===== src/hw/rtl/apq_pkg.sv =====
// Package for the array priority queue: field widths, command codes,
// sequencer states and the result record. No dependencies.

package apq_pkg;

   localparam int CMD_W          = 2;
   localparam int PAYLOAD_PORT_W = 32;
   localparam int PRIO_W         = 16;
   localparam int COUNT_PORT_W   = 6;

   localparam int DEPTH_DEFAULT         = 32;
   localparam int PAYLOAD_WIDTH_DEFAULT = 32;

   typedef enum logic [CMD_W-1:0] {
      CMD_INSERT  = 2'd0,
      CMD_EXTRACT = 2'd1,
      CMD_CLEAR   = 2'd2
   } cmd_type;

   typedef enum logic [1:0] {
      ST_IDLE,
      ST_SCAN,
      ST_SHIFT,
      ST_DONE
   } state_type;

   typedef struct packed {
      logic                             out_valid;
      logic [PAYLOAD_PORT_W-1:0]        out_payload;
      logic signed [PRIO_W-1:0]         out_priority;
      logic                             dropped;
      logic [COUNT_PORT_W-1:0]          entry_count;
      logic                             is_full;
   } rsp_data_type;

endpackage


===== src/hw/rtl/apq_if.sv =====
// Valid/ready channel interfaces for the request and response sides.
// Depends on apq_pkg for the field widths.

interface apq_req_if import apq_pkg::*; ();
   logic                       valid;
   logic                       ready;
   logic [CMD_W-1:0]           command;
   logic [PAYLOAD_PORT_W-1:0]  in_payload;
   logic signed [PRIO_W-1:0]   in_priority;

   modport source (output valid, command, in_payload, in_priority, input ready);
   modport sink   (input valid, command, in_payload, in_priority, output ready);
endinterface

interface apq_rsp_if import apq_pkg::*; ();
   logic                       valid;
   logic                       ready;
   logic                       out_valid;
   logic [PAYLOAD_PORT_W-1:0]  out_payload;
   logic signed [PRIO_W-1:0]   out_priority;
   logic                       dropped;
   logic [COUNT_PORT_W-1:0]    entry_count;
   logic                       is_full;

   modport source (output valid, out_valid, out_payload, out_priority, dropped,
                   entry_count, is_full, input ready);
   modport sink   (input valid, out_valid, out_payload, out_priority, dropped,
                   entry_count, is_full, output ready);
endinterface


===== src/hw/rtl/array_priority_queue.sv =====
// Bounded priority queue kept as an unsorted array with a linear max scan.
// Depends on apq_pkg, apq_if and apq_core.
//
// Usage: req_chan carries one command per item (insert, extract highest
// priority, clear); rsp_chan returns exactly one item per command with the
// extracted entry, the drop flag, the entry count and the full flag.
// Both channels use valid/ready; an item moves when both are high.
// Insert, clear, a refused insert and an extract on an empty queue go from
// idle straight to the done state. An extract over n stored entries whose
// winner sits at index b scans all n entries, then moves each entry above b
// down by one through the store's single write port and goes to done; the
// result then passes through the response register to rsp_chan.
// The block takes one item at a time; req_chan.ready is high only while
// the sequencer is idle.
// A response register separates the two sides, so the next request is
// accepted while a response waits; a stalled receiver holds the response
// and, once the next one is finished, holds the sequencer as well.
// Synchronous reset empties the queue and drops any pending response; the
// stored entries themselves are not cleared and need no clearing pass.

module array_priority_queue import apq_pkg::*; #(
   parameter int DEPTH         = DEPTH_DEFAULT,
   parameter int PAYLOAD_WIDTH = PAYLOAD_WIDTH_DEFAULT
) (
   input  logic      clock,
   input  logic      reset,
   apq_req_if.sink   req_chan,
   apq_rsp_if.source rsp_chan
);

   logic         res_valid;
   logic         res_take;
   rsp_data_type res_data;
   logic         rsp_valid_ff, rsp_valid_in;
   rsp_data_type rsp_ff, rsp_in;

   apq_core #(
      .DEPTH         (DEPTH),
      .PAYLOAD_WIDTH (PAYLOAD_WIDTH)
   ) u_core (
      .clock       (clock),
      .reset       (reset),
      .req_valid   (req_chan.valid),
      .req_ready   (req_chan.ready),
      .command     (req_chan.command),
      .in_payload  (req_chan.in_payload),
      .in_priority (req_chan.in_priority),
      .res_valid   (res_valid),
      .res_take    (res_take),
      .res_data    (res_data)
   );

   assign res_take = res_valid && (!rsp_valid_ff || rsp_chan.ready);

   always_comb begin
      rsp_in       = rsp_ff;
      rsp_valid_in = rsp_valid_ff;
      if (res_take) begin
         rsp_in       = res_data;
         rsp_valid_in = 1'b1;
      end else if (rsp_chan.ready) begin
         rsp_valid_in = 1'b0;
      end
   end

   always_ff @(posedge clock) begin
      if (reset) begin
         rsp_valid_ff <= 1'b0;
      end else begin
         rsp_valid_ff <= rsp_valid_in;
      end
      rsp_ff <= rsp_in;
   end

   assign rsp_chan.valid        = rsp_valid_ff;
   assign rsp_chan.out_valid    = rsp_ff.out_valid;
   assign rsp_chan.out_payload  = rsp_ff.out_payload;
   assign rsp_chan.out_priority = rsp_ff.out_priority;
   assign rsp_chan.dropped      = rsp_ff.dropped;
   assign rsp_chan.entry_count  = rsp_ff.entry_count;
   assign rsp_chan.is_full      = rsp_ff.is_full;

`ifndef SYNTHESIS
   a_drop_only_when_full: assert property (@(posedge clock) disable iff (reset)
      rsp_chan.valid && rsp_chan.dropped |-> rsp_chan.is_full)
      else $error("A refused insert was reported while the queue was not full.");

   a_extract_leaves_room: assert property (@(posedge clock) disable iff (reset)
      rsp_chan.valid && rsp_chan.out_valid |-> !rsp_chan.is_full && !rsp_chan.dropped)
      else $error("An extract reported a full queue or a drop.");

   a_busy_after_accept: assert property (@(posedge clock) disable iff (reset)
      req_chan.valid && req_chan.ready |=> !req_chan.ready)
      else $error("The sequencer accepted two items in consecutive cycles.");
`endif

endmodule


===== src/hw/rtl/apq_mem.sv =====
// Entry store of the priority queue: one write port, one registered read port.
// Depends on nothing beyond its parameters.

module apq_mem #(
   parameter int DEPTH = 32,
   parameter int DW    = 48,
   parameter int AW    = 5
) (
   input  logic          clock,
   input  logic          we,
   input  logic [AW-1:0] waddr,
   input  logic [DW-1:0] wdata,
   input  logic [AW-1:0] raddr,
   output logic [DW-1:0] rdata
);

   logic [DW-1:0] store_ff [DEPTH];
   logic [DW-1:0] rdata_ff;

   always_ff @(posedge clock) begin
      if (we) begin
         store_ff[waddr] <= wdata;
      end
      rdata_ff <= store_ff[raddr];
   end

   assign rdata = rdata_ff;

endmodule


===== src/hw/rtl/apq_core.sv =====
// Priority queue sequencer: insert, clear, linear max scan and gap-closing shift
// over the entry store, with one shared priority comparator. Uses apq_pkg, apq_mem.

module apq_core import apq_pkg::*; #(
   parameter int DEPTH         = DEPTH_DEFAULT,
   parameter int PAYLOAD_WIDTH = PAYLOAD_WIDTH_DEFAULT
) (
   input  logic                      clock,
   input  logic                      reset,
   input  logic                      req_valid,
   output logic                      req_ready,
   input  logic [CMD_W-1:0]          command,
   input  logic [PAYLOAD_PORT_W-1:0] in_payload,
   input  logic signed [PRIO_W-1:0]  in_priority,
   output logic                      res_valid,
   input  logic                      res_take,
   output rsp_data_type              res_data
);

   localparam int SW = (PAYLOAD_WIDTH > PAYLOAD_PORT_W) ? PAYLOAD_PORT_W : PAYLOAD_WIDTH;
   localparam int DW = PRIO_W + SW;
   localparam int AW = (DEPTH > 1) ? $clog2(DEPTH) : 1;
   localparam int CW = $clog2(DEPTH + 1);
   localparam int EW = (CW > COUNT_PORT_W) ? CW : COUNT_PORT_W;

   state_type     state_ff, state_in;
   logic [CW-1:0] count_ff, count_in;
   logic [AW-1:0] idx_ff, idx_in;
   logic [AW-1:0] best_idx_ff, best_idx_in;
   logic [DW-1:0] best_ff, best_in;
   logic          out_valid_ff, out_valid_in;
   logic [DW-1:0] out_word_ff, out_word_in;
   logic          dropped_ff, dropped_in;

   logic          mem_we;
   logic [AW-1:0] mem_waddr;
   logic [DW-1:0] mem_wdata;
   logic [AW-1:0] mem_raddr;
   logic [DW-1:0] mem_rdata;

   logic                     accept;
   logic                     full;
   logic                     empty;
   logic                     last_scan;
   logic                     last_shift;
   logic                     take_new;
   logic                     no_shift;
   logic [AW-1:0]            best_idx_nx;
   logic [DW-1:0]            best_nx;
   logic signed [PRIO_W-1:0] rd_prio;
   logic signed [PRIO_W-1:0] best_prio;
   logic [EW-1:0]            count_wide;

   apq_mem #(
      .DEPTH (DEPTH),
      .DW    (DW),
      .AW    (AW)
   ) u_mem (
      .clock (clock),
      .we    (mem_we),
      .waddr (mem_waddr),
      .wdata (mem_wdata),
      .raddr (mem_raddr),
      .rdata (mem_rdata)
   );

   assign accept      = req_valid && req_ready;
   assign full        = (count_ff == CW'(DEPTH));
   assign empty       = (count_ff == '0);
   assign rd_prio     = $signed(mem_rdata[DW-1:SW]);
   assign best_prio   = $signed(best_ff[DW-1:SW]);
   assign take_new    = (idx_ff == '0) || (rd_prio > best_prio);
   assign best_idx_nx = take_new ? idx_ff : best_idx_ff;
   assign best_nx     = take_new ? mem_rdata : best_ff;
   assign last_scan   = (CW'(idx_ff) == count_ff - CW'(1));
   assign no_shift    = (CW'(best_idx_nx) == count_ff - CW'(1));
   assign last_shift  = (CW'(idx_ff) == count_ff - CW'(1));

   always_comb begin
      state_in = state_ff;
      unique case (state_ff)
         ST_IDLE: begin
            if (accept) begin
               if ((command == CMD_EXTRACT) && !empty) begin
                  state_in = ST_SCAN;
               end else begin
                  state_in = ST_DONE;
               end
            end
         end
         ST_SCAN: begin
            if (last_scan) begin
               state_in = no_shift ? ST_DONE : ST_SHIFT;
            end
         end
         ST_SHIFT: begin
            if (last_shift) begin
               state_in = ST_DONE;
            end
         end
         ST_DONE: begin
            if (res_take) begin
               state_in = ST_IDLE;
            end
         end
         default: state_in = ST_IDLE;
      endcase
   end

   always_comb begin
      req_ready = (state_ff == ST_IDLE);
      res_valid = (state_ff == ST_DONE);
      mem_we    = 1'b0;
      mem_waddr = idx_ff;
      mem_wdata = mem_rdata;
      mem_raddr = '0;
      unique case (state_ff)
         ST_IDLE: begin
            mem_we    = accept && (command == CMD_INSERT) && !full;
            mem_waddr = count_ff[AW-1:0];
            mem_wdata = {in_priority, in_payload[SW-1:0]};
         end
         ST_SCAN: begin
            mem_raddr = last_scan ? best_idx_nx + AW'(1) : idx_ff + AW'(1);
         end
         ST_SHIFT: begin
            mem_we    = 1'b1;
            mem_raddr = idx_ff + AW'(2);
         end
         default: ;
      endcase
   end

   always_comb begin
      count_in     = count_ff;
      idx_in       = idx_ff;
      best_idx_in  = best_idx_ff;
      best_in      = best_ff;
      out_valid_in = out_valid_ff;
      out_word_in  = out_word_ff;
      dropped_in   = dropped_ff;
      unique case (state_ff)
         ST_IDLE: begin
            if (accept) begin
               out_valid_in = 1'b0;
               out_word_in  = '0;
               dropped_in   = 1'b0;
               idx_in       = '0;
               best_idx_in  = '0;
               unique case (command)
                  CMD_INSERT: begin
                     if (full) begin
                        dropped_in = 1'b1;
                     end else begin
                        count_in = count_ff + CW'(1);
                     end
                  end
                  CMD_CLEAR: count_in = '0;
                  default: ;
               endcase
            end
         end
         ST_SCAN: begin
            idx_in      = idx_ff + AW'(1);
            best_idx_in = best_idx_nx;
            best_in     = best_nx;
            if (last_scan) begin
               out_valid_in = 1'b1;
               out_word_in  = best_nx;
               count_in     = count_ff - CW'(1);
               idx_in       = best_idx_nx;
            end
         end
         ST_SHIFT: begin
            idx_in = idx_ff + AW'(1);
         end
         default: ;
      endcase
   end

   always_ff @(posedge clock) begin
      if (reset) begin
         state_ff <= ST_IDLE;
         count_ff <= '0;
      end else begin
         state_ff <= state_in;
         count_ff <= count_in;
      end
      idx_ff       <= idx_in;
      best_idx_ff  <= best_idx_in;
      best_ff      <= best_in;
      out_valid_ff <= out_valid_in;
      out_word_ff  <= out_word_in;
      dropped_ff   <= dropped_in;
   end

   assign count_wide = EW'(count_ff);

   always_comb begin
      res_data.out_valid    = out_valid_ff;
      res_data.out_payload  = PAYLOAD_PORT_W'(out_word_ff[SW-1:0]);
      res_data.out_priority = $signed(out_word_ff[DW-1:SW]);
      res_data.dropped      = dropped_ff;
      res_data.entry_count  = count_wide[COUNT_PORT_W-1:0];
      res_data.is_full      = full;
   end

endmodule

===== src/flat_wrapper.sv =====
// flat-port wrapper written by rule: the top's interface ports become plain ports
module array_priority_queue_flat import apq_pkg::*;
#(
   parameter int DEPTH         = DEPTH_DEFAULT,
   parameter int PAYLOAD_WIDTH = PAYLOAD_WIDTH_DEFAULT
)
  (clock, reset, req_chan_valid, req_chan_command, req_chan_in_payload, req_chan_in_priority, req_chan_ready, rsp_chan_valid, rsp_chan_out_valid, rsp_chan_out_payload, rsp_chan_out_priority, rsp_chan_dropped, rsp_chan_entry_count, rsp_chan_is_full, rsp_chan_ready);
  apq_req_if req_chan_i ();
  apq_rsp_if rsp_chan_i ();
  input  logic clock;
  input  logic reset;
  input wire logic [$bits(req_chan_i.valid)-1:0] req_chan_valid;
  input wire logic [$bits(req_chan_i.command)-1:0] req_chan_command;
  input wire logic [$bits(req_chan_i.in_payload)-1:0] req_chan_in_payload;
  input wire logic [$bits(req_chan_i.in_priority)-1:0] req_chan_in_priority;
  output wire logic [$bits(req_chan_i.ready)-1:0] req_chan_ready;
  output wire logic [$bits(rsp_chan_i.valid)-1:0] rsp_chan_valid;
  output wire logic [$bits(rsp_chan_i.out_valid)-1:0] rsp_chan_out_valid;
  output wire logic [$bits(rsp_chan_i.out_payload)-1:0] rsp_chan_out_payload;
  output wire logic [$bits(rsp_chan_i.out_priority)-1:0] rsp_chan_out_priority;
  output wire logic [$bits(rsp_chan_i.dropped)-1:0] rsp_chan_dropped;
  output wire logic [$bits(rsp_chan_i.entry_count)-1:0] rsp_chan_entry_count;
  output wire logic [$bits(rsp_chan_i.is_full)-1:0] rsp_chan_is_full;
  input wire logic [$bits(rsp_chan_i.ready)-1:0] rsp_chan_ready;
  assign req_chan_i.valid = req_chan_valid;
  assign req_chan_i.command = req_chan_command;
  assign req_chan_i.in_payload = req_chan_in_payload;
  assign req_chan_i.in_priority = req_chan_in_priority;
  assign req_chan_ready = req_chan_i.ready;
  assign rsp_chan_valid = rsp_chan_i.valid;
  assign rsp_chan_out_valid = rsp_chan_i.out_valid;
  assign rsp_chan_out_payload = rsp_chan_i.out_payload;
  assign rsp_chan_out_priority = rsp_chan_i.out_priority;
  assign rsp_chan_dropped = rsp_chan_i.dropped;
  assign rsp_chan_entry_count = rsp_chan_i.entry_count;
  assign rsp_chan_is_full = rsp_chan_i.is_full;
  assign rsp_chan_i.ready = rsp_chan_ready;
  array_priority_queue #(.DEPTH(DEPTH), .PAYLOAD_WIDTH(PAYLOAD_WIDTH)) u_core (.clock(clock), .reset(reset), .req_chan(req_chan_i), .rsp_chan(rsp_chan_i));
endmodule

===== config.mk =====
export PLATFORM = sky130hd
export DESIGN_NAME = array_priority_queue_flat
export DESIGN_NICKNAME = d
export VERILOG_FILES = /design/src/hw/rtl/apq_pkg.sv /design/src/hw/rtl/apq_if.sv /design/src/hw/rtl/array_priority_queue.sv /design/src/hw/rtl/apq_mem.sv /design/src/hw/rtl/apq_core.sv /design/src/flat_wrapper.sv
export SDC_FILE = /design/constraint.sdc
export NUM_CORES = 2
export LEC_CHECK = 0
export ABC_CLOCK_PERIOD_IN_PS = 7000
export BUFFER_PORTS_ARGS = -buffer_cell sky130_fd_sc_hd__buf_2
export CAP_MARGIN = 20
export CORE_ASPECT_RATIO = 0.75
export CORE_UTILIZATION = 45
export DETAILED_ROUTE_END_ITERATION = 6
export PLACE_DENSITY = 0.67
export SLEW_MARGIN = 10
export SYNTH_ARGS = -nofsm -noshare
export SYNTH_HDL_FRONTEND = slang
export SYNTH_HIERARCHICAL = 1
export SYNTH_SLANG_ARGS = --single-unit
export TNS_END_PERCENT = 1

===== constraint.sdc =====
create_clock -name clock -period 7 [get_ports clock]
set_input_delay 0.7 -clock clock [delete_from_list [all_inputs] [get_ports clock]]
set_output_delay 0.7 -clock clock [all_outputs]
set_load 0.05 [all_outputs]

==> metrics <==
status=completed; Synth warnings=6; Startpoint Class=register; mean area per synthesized cell=17.33 um^2; Critical Path RT=7.65 ns; largest net degree at the start of global routing=81; Seq/Total Area, Yosys=75.49%; most frequent cells in the layout=edfxtp_1, mux2i_1, nand2_1; Fin. Hold Viols=0; Fillers=12163; worst stage delay on the critical path=0.74 ns; Place WS=1.386 ns; DPL Wire Length=95.42 mm; Pins Over Slew Limit=0; Final Cycle Share=81.16%; cell mode on critical path=ha_1; number of I/O pins=113; DR iter-0 viols=4799; Vias per Instance=5.943; worst path cell trace=ha_1 -> a21oi_1 -> o21ai_1 -> o2bb2ai_1 -> o31ai_1 -> a31oi_4 -> mux2_4 -> ha_1 -> mux2_2 -> a22oi_1 -> nor2_1 -> nor2_4 -> buf_4 -> a22o_1 -> nor3_1 -> a31oi_1 -> nand3_1; slowest stage cell, crit path=nor2_4; Finished Core Util=50.98%; GRT Util Overall=22.76%; setup_tns=0 ns; skew final=0.03562 ns; RSZ-0062 raised after global routing=no; #FFs+latches synth=1758; share of layout cells above drive strength 1=14.43%; FMAX=176.0 MHz; CTS tree=built; Slew @ Worst Pin=1.180 ns; clk sink count=1758; drt drc=0; Max transition margin=21.33%; DR pass1 iterations=5; CP Class=register to register; number of setup violations in the final report=0; DIE WIDTH=454.7 um; Reg2Reg Depth=17; Core Rows=124; die height=341.6 um; design area=0.07774 mm^2; most common cell after layout, fill and taps aside=edfxtp_1; fin crit period=5.681 ns; Crit. End Element=register; Post-Syn Area=0.06918 mm^2; Num CTS Buffers=166; DR WL/cell=28.23 um; initial core utilization=45.36%; number of global-route vias before repair=35356; initial antenna violation count=16; Clock Latency Late Sink=0.80 ns; worst vdd ir=0.4312 mV; area of the multi-input gates=0.01578 mm^2; Final nets=4243; asr flop ratio synth=0%; DRT Wirelength=178.4 mm; Hold WS=0.2092 ns; Post-synth EDFFs=1701; vias=37561; final worst setup slack=1.319 ns; Leakage=24.08 nW; type of the worst min-delay path=primary input to register; Cell Area, Placed=0.07248 mm^2; hold depth=3; syn nets=4072; Register Area=0.05222 mm^2; clock root buffer master=clkbuf_16; clock transition at the registers of the reported paths=0.06 ns; CP Depth=17; area grow syn2layout=12.39%; max cap viols=0; CTS Hold Bufs=0; placed instance count=6010; CP Data Arrival Time=6.33 ns; ys flop type=edfxtp_1; post-synth cell types=62; pwr dens=400.5 mW/mm^2; CP top delay family=compound AO/OA/AOI/OAI gates; port bufs=112; Syn Inst Count=3991; first-pass GRT wire length=254.1 mm; routability cong.=0.8371; CP max FO=18; Post-CTS Setup Bufs=0; GR Overflow Total=0; total power=31.14 mW; worst path bufs/invs=1; Finished Layout Cells=6320; deepest clock path buffer count=3; Routed Antenna Nets=0; cts repair resizes=0; H-Tree Depth=4; area of the core=0.1525 mm^2; die footprint=0.1553 mm^2
-- tightest hold or removal path, stage by stage --
cell and delay, ns:
buf_2 0.08, nand2b_4 0.12, a21oi_2 0.05
-- per-layer routing --
metal  wire (um)  vias to the layer above  part of all wire, %  global-route usage, %
met2       78130                     1888                   44                  33.45
met4        3372                        0                  1.9                  5.247
met3       17480                      237                  9.8                  4.375
li1            -                    16058                    -                      -
met1       79440                    19378                   45                  34.89
met5           0                        -                    0                      0
-- path summary, 6_finish.rpt --
| check | start | end | slack (ns) |
|---|---|---|---|
| worst max-delay path | u_core/u_core/u_mem/rdata[37]$_DFF_P_ | u_core/u_core/u_mem/rdata[43]$_DFF_P_ | 1.32 |
| worst min-delay path | rsp_chan_ready | u_core/rsp_chan.valid$_SDFFE_PP0P_ | 0.21 |
| worst max register to register | u_core/u_core/u_mem/rdata[37]$_DFF_P_ | u_core/u_core/u_mem/rdata[43]$_DFF_P_ | 1.32 |
| worst min register to register | u_core/u_core/out_word_ff[2]$_SDFFCE_PN0P_ | u_core/rsp_chan.out_payload[2]$_DFFE_PP_ | 0.42 |
-- power by group --
group | internal, mW | switching, mW
combinational | 2.61 | 5.26
clock | 4.93 | 3.82
sequential | 14.0 | 0.488
total | 21.6 | 9.57
-- synthesized netlist by cell type (56+ instances only) --
cell | n | area share, %
a21oi_1 | 170 | 1.2
mux2_2 | 99 | 1.6
mux2i_1 | 772 | 11
dfxtp_1 | 57 | 1.6
a22o_1 | 96 | 1.2
clkbuf_1 | 84 | 0.46
nor3_1 | 58 | 0.42
nand2_1 | 175 | 0.95
and2_1 | 56 | 0.51
a22oi_1 | 151 | 1.6
edfxtp_1 | 1701 | 74
nand3_1 | 153 | 1.1
nor2_1 | 61 | 0.33
-- cell families after synthesis --
group                    after synthesis  share of synthesized area, %
AO/OA/AOI/OAI                        513                         5.028
XOR/XNOR                              18                        0.2279
adder cells (fa/ha/maj)               27                        0.4883
buffers and inverters                255                         2.185
flip-flops                          1758                         75.49
multiplexers                         872                         12.80
AND/OR/NAND/NOR                      548                         3.778
-- state kept, by name, indices dropped and copies added, names as in the netlist --
signal and count:
u_core/u_core/count_ff 6, u_core/rsp_chan.entry_count 6, u_core/u_core/best_ff 48, u_core/u_core/out_valid_ff 1
u_core/u_core/u_mem/store_ff 1536, u_core/u_core/idx_ff 5, u_core/rsp_chan.out_priority 16, u_core/u_core/dropped_ff 1
u_core/u_core/out_word_ff 48, u_core/rsp_chan.out_payload 32, u_core/rsp_chan.out_valid 1, u_core/u_core/state_ff 2
u_core/rsp_chan.valid 1, u_core/u_core/best_idx_ff 5, u_core/rsp_chan.dropped 1, u_core/u_core/u_mem/rdata 48
u_core/rsp_chan.is_full 1
-- area by class of cell --
type                       count  share of cell area [%]
tap                         2016                   3.244
inverter                      29                  0.1400
multi-input combinational   1978                   20.30
clock buffer                 238                   5.980
timing repair buffer         229                   2.382
clock inverter                71                  0.7822
sequential                  1758                   67.17
antenna                        1                0.003219
Power figures use the tool's default switching activity.
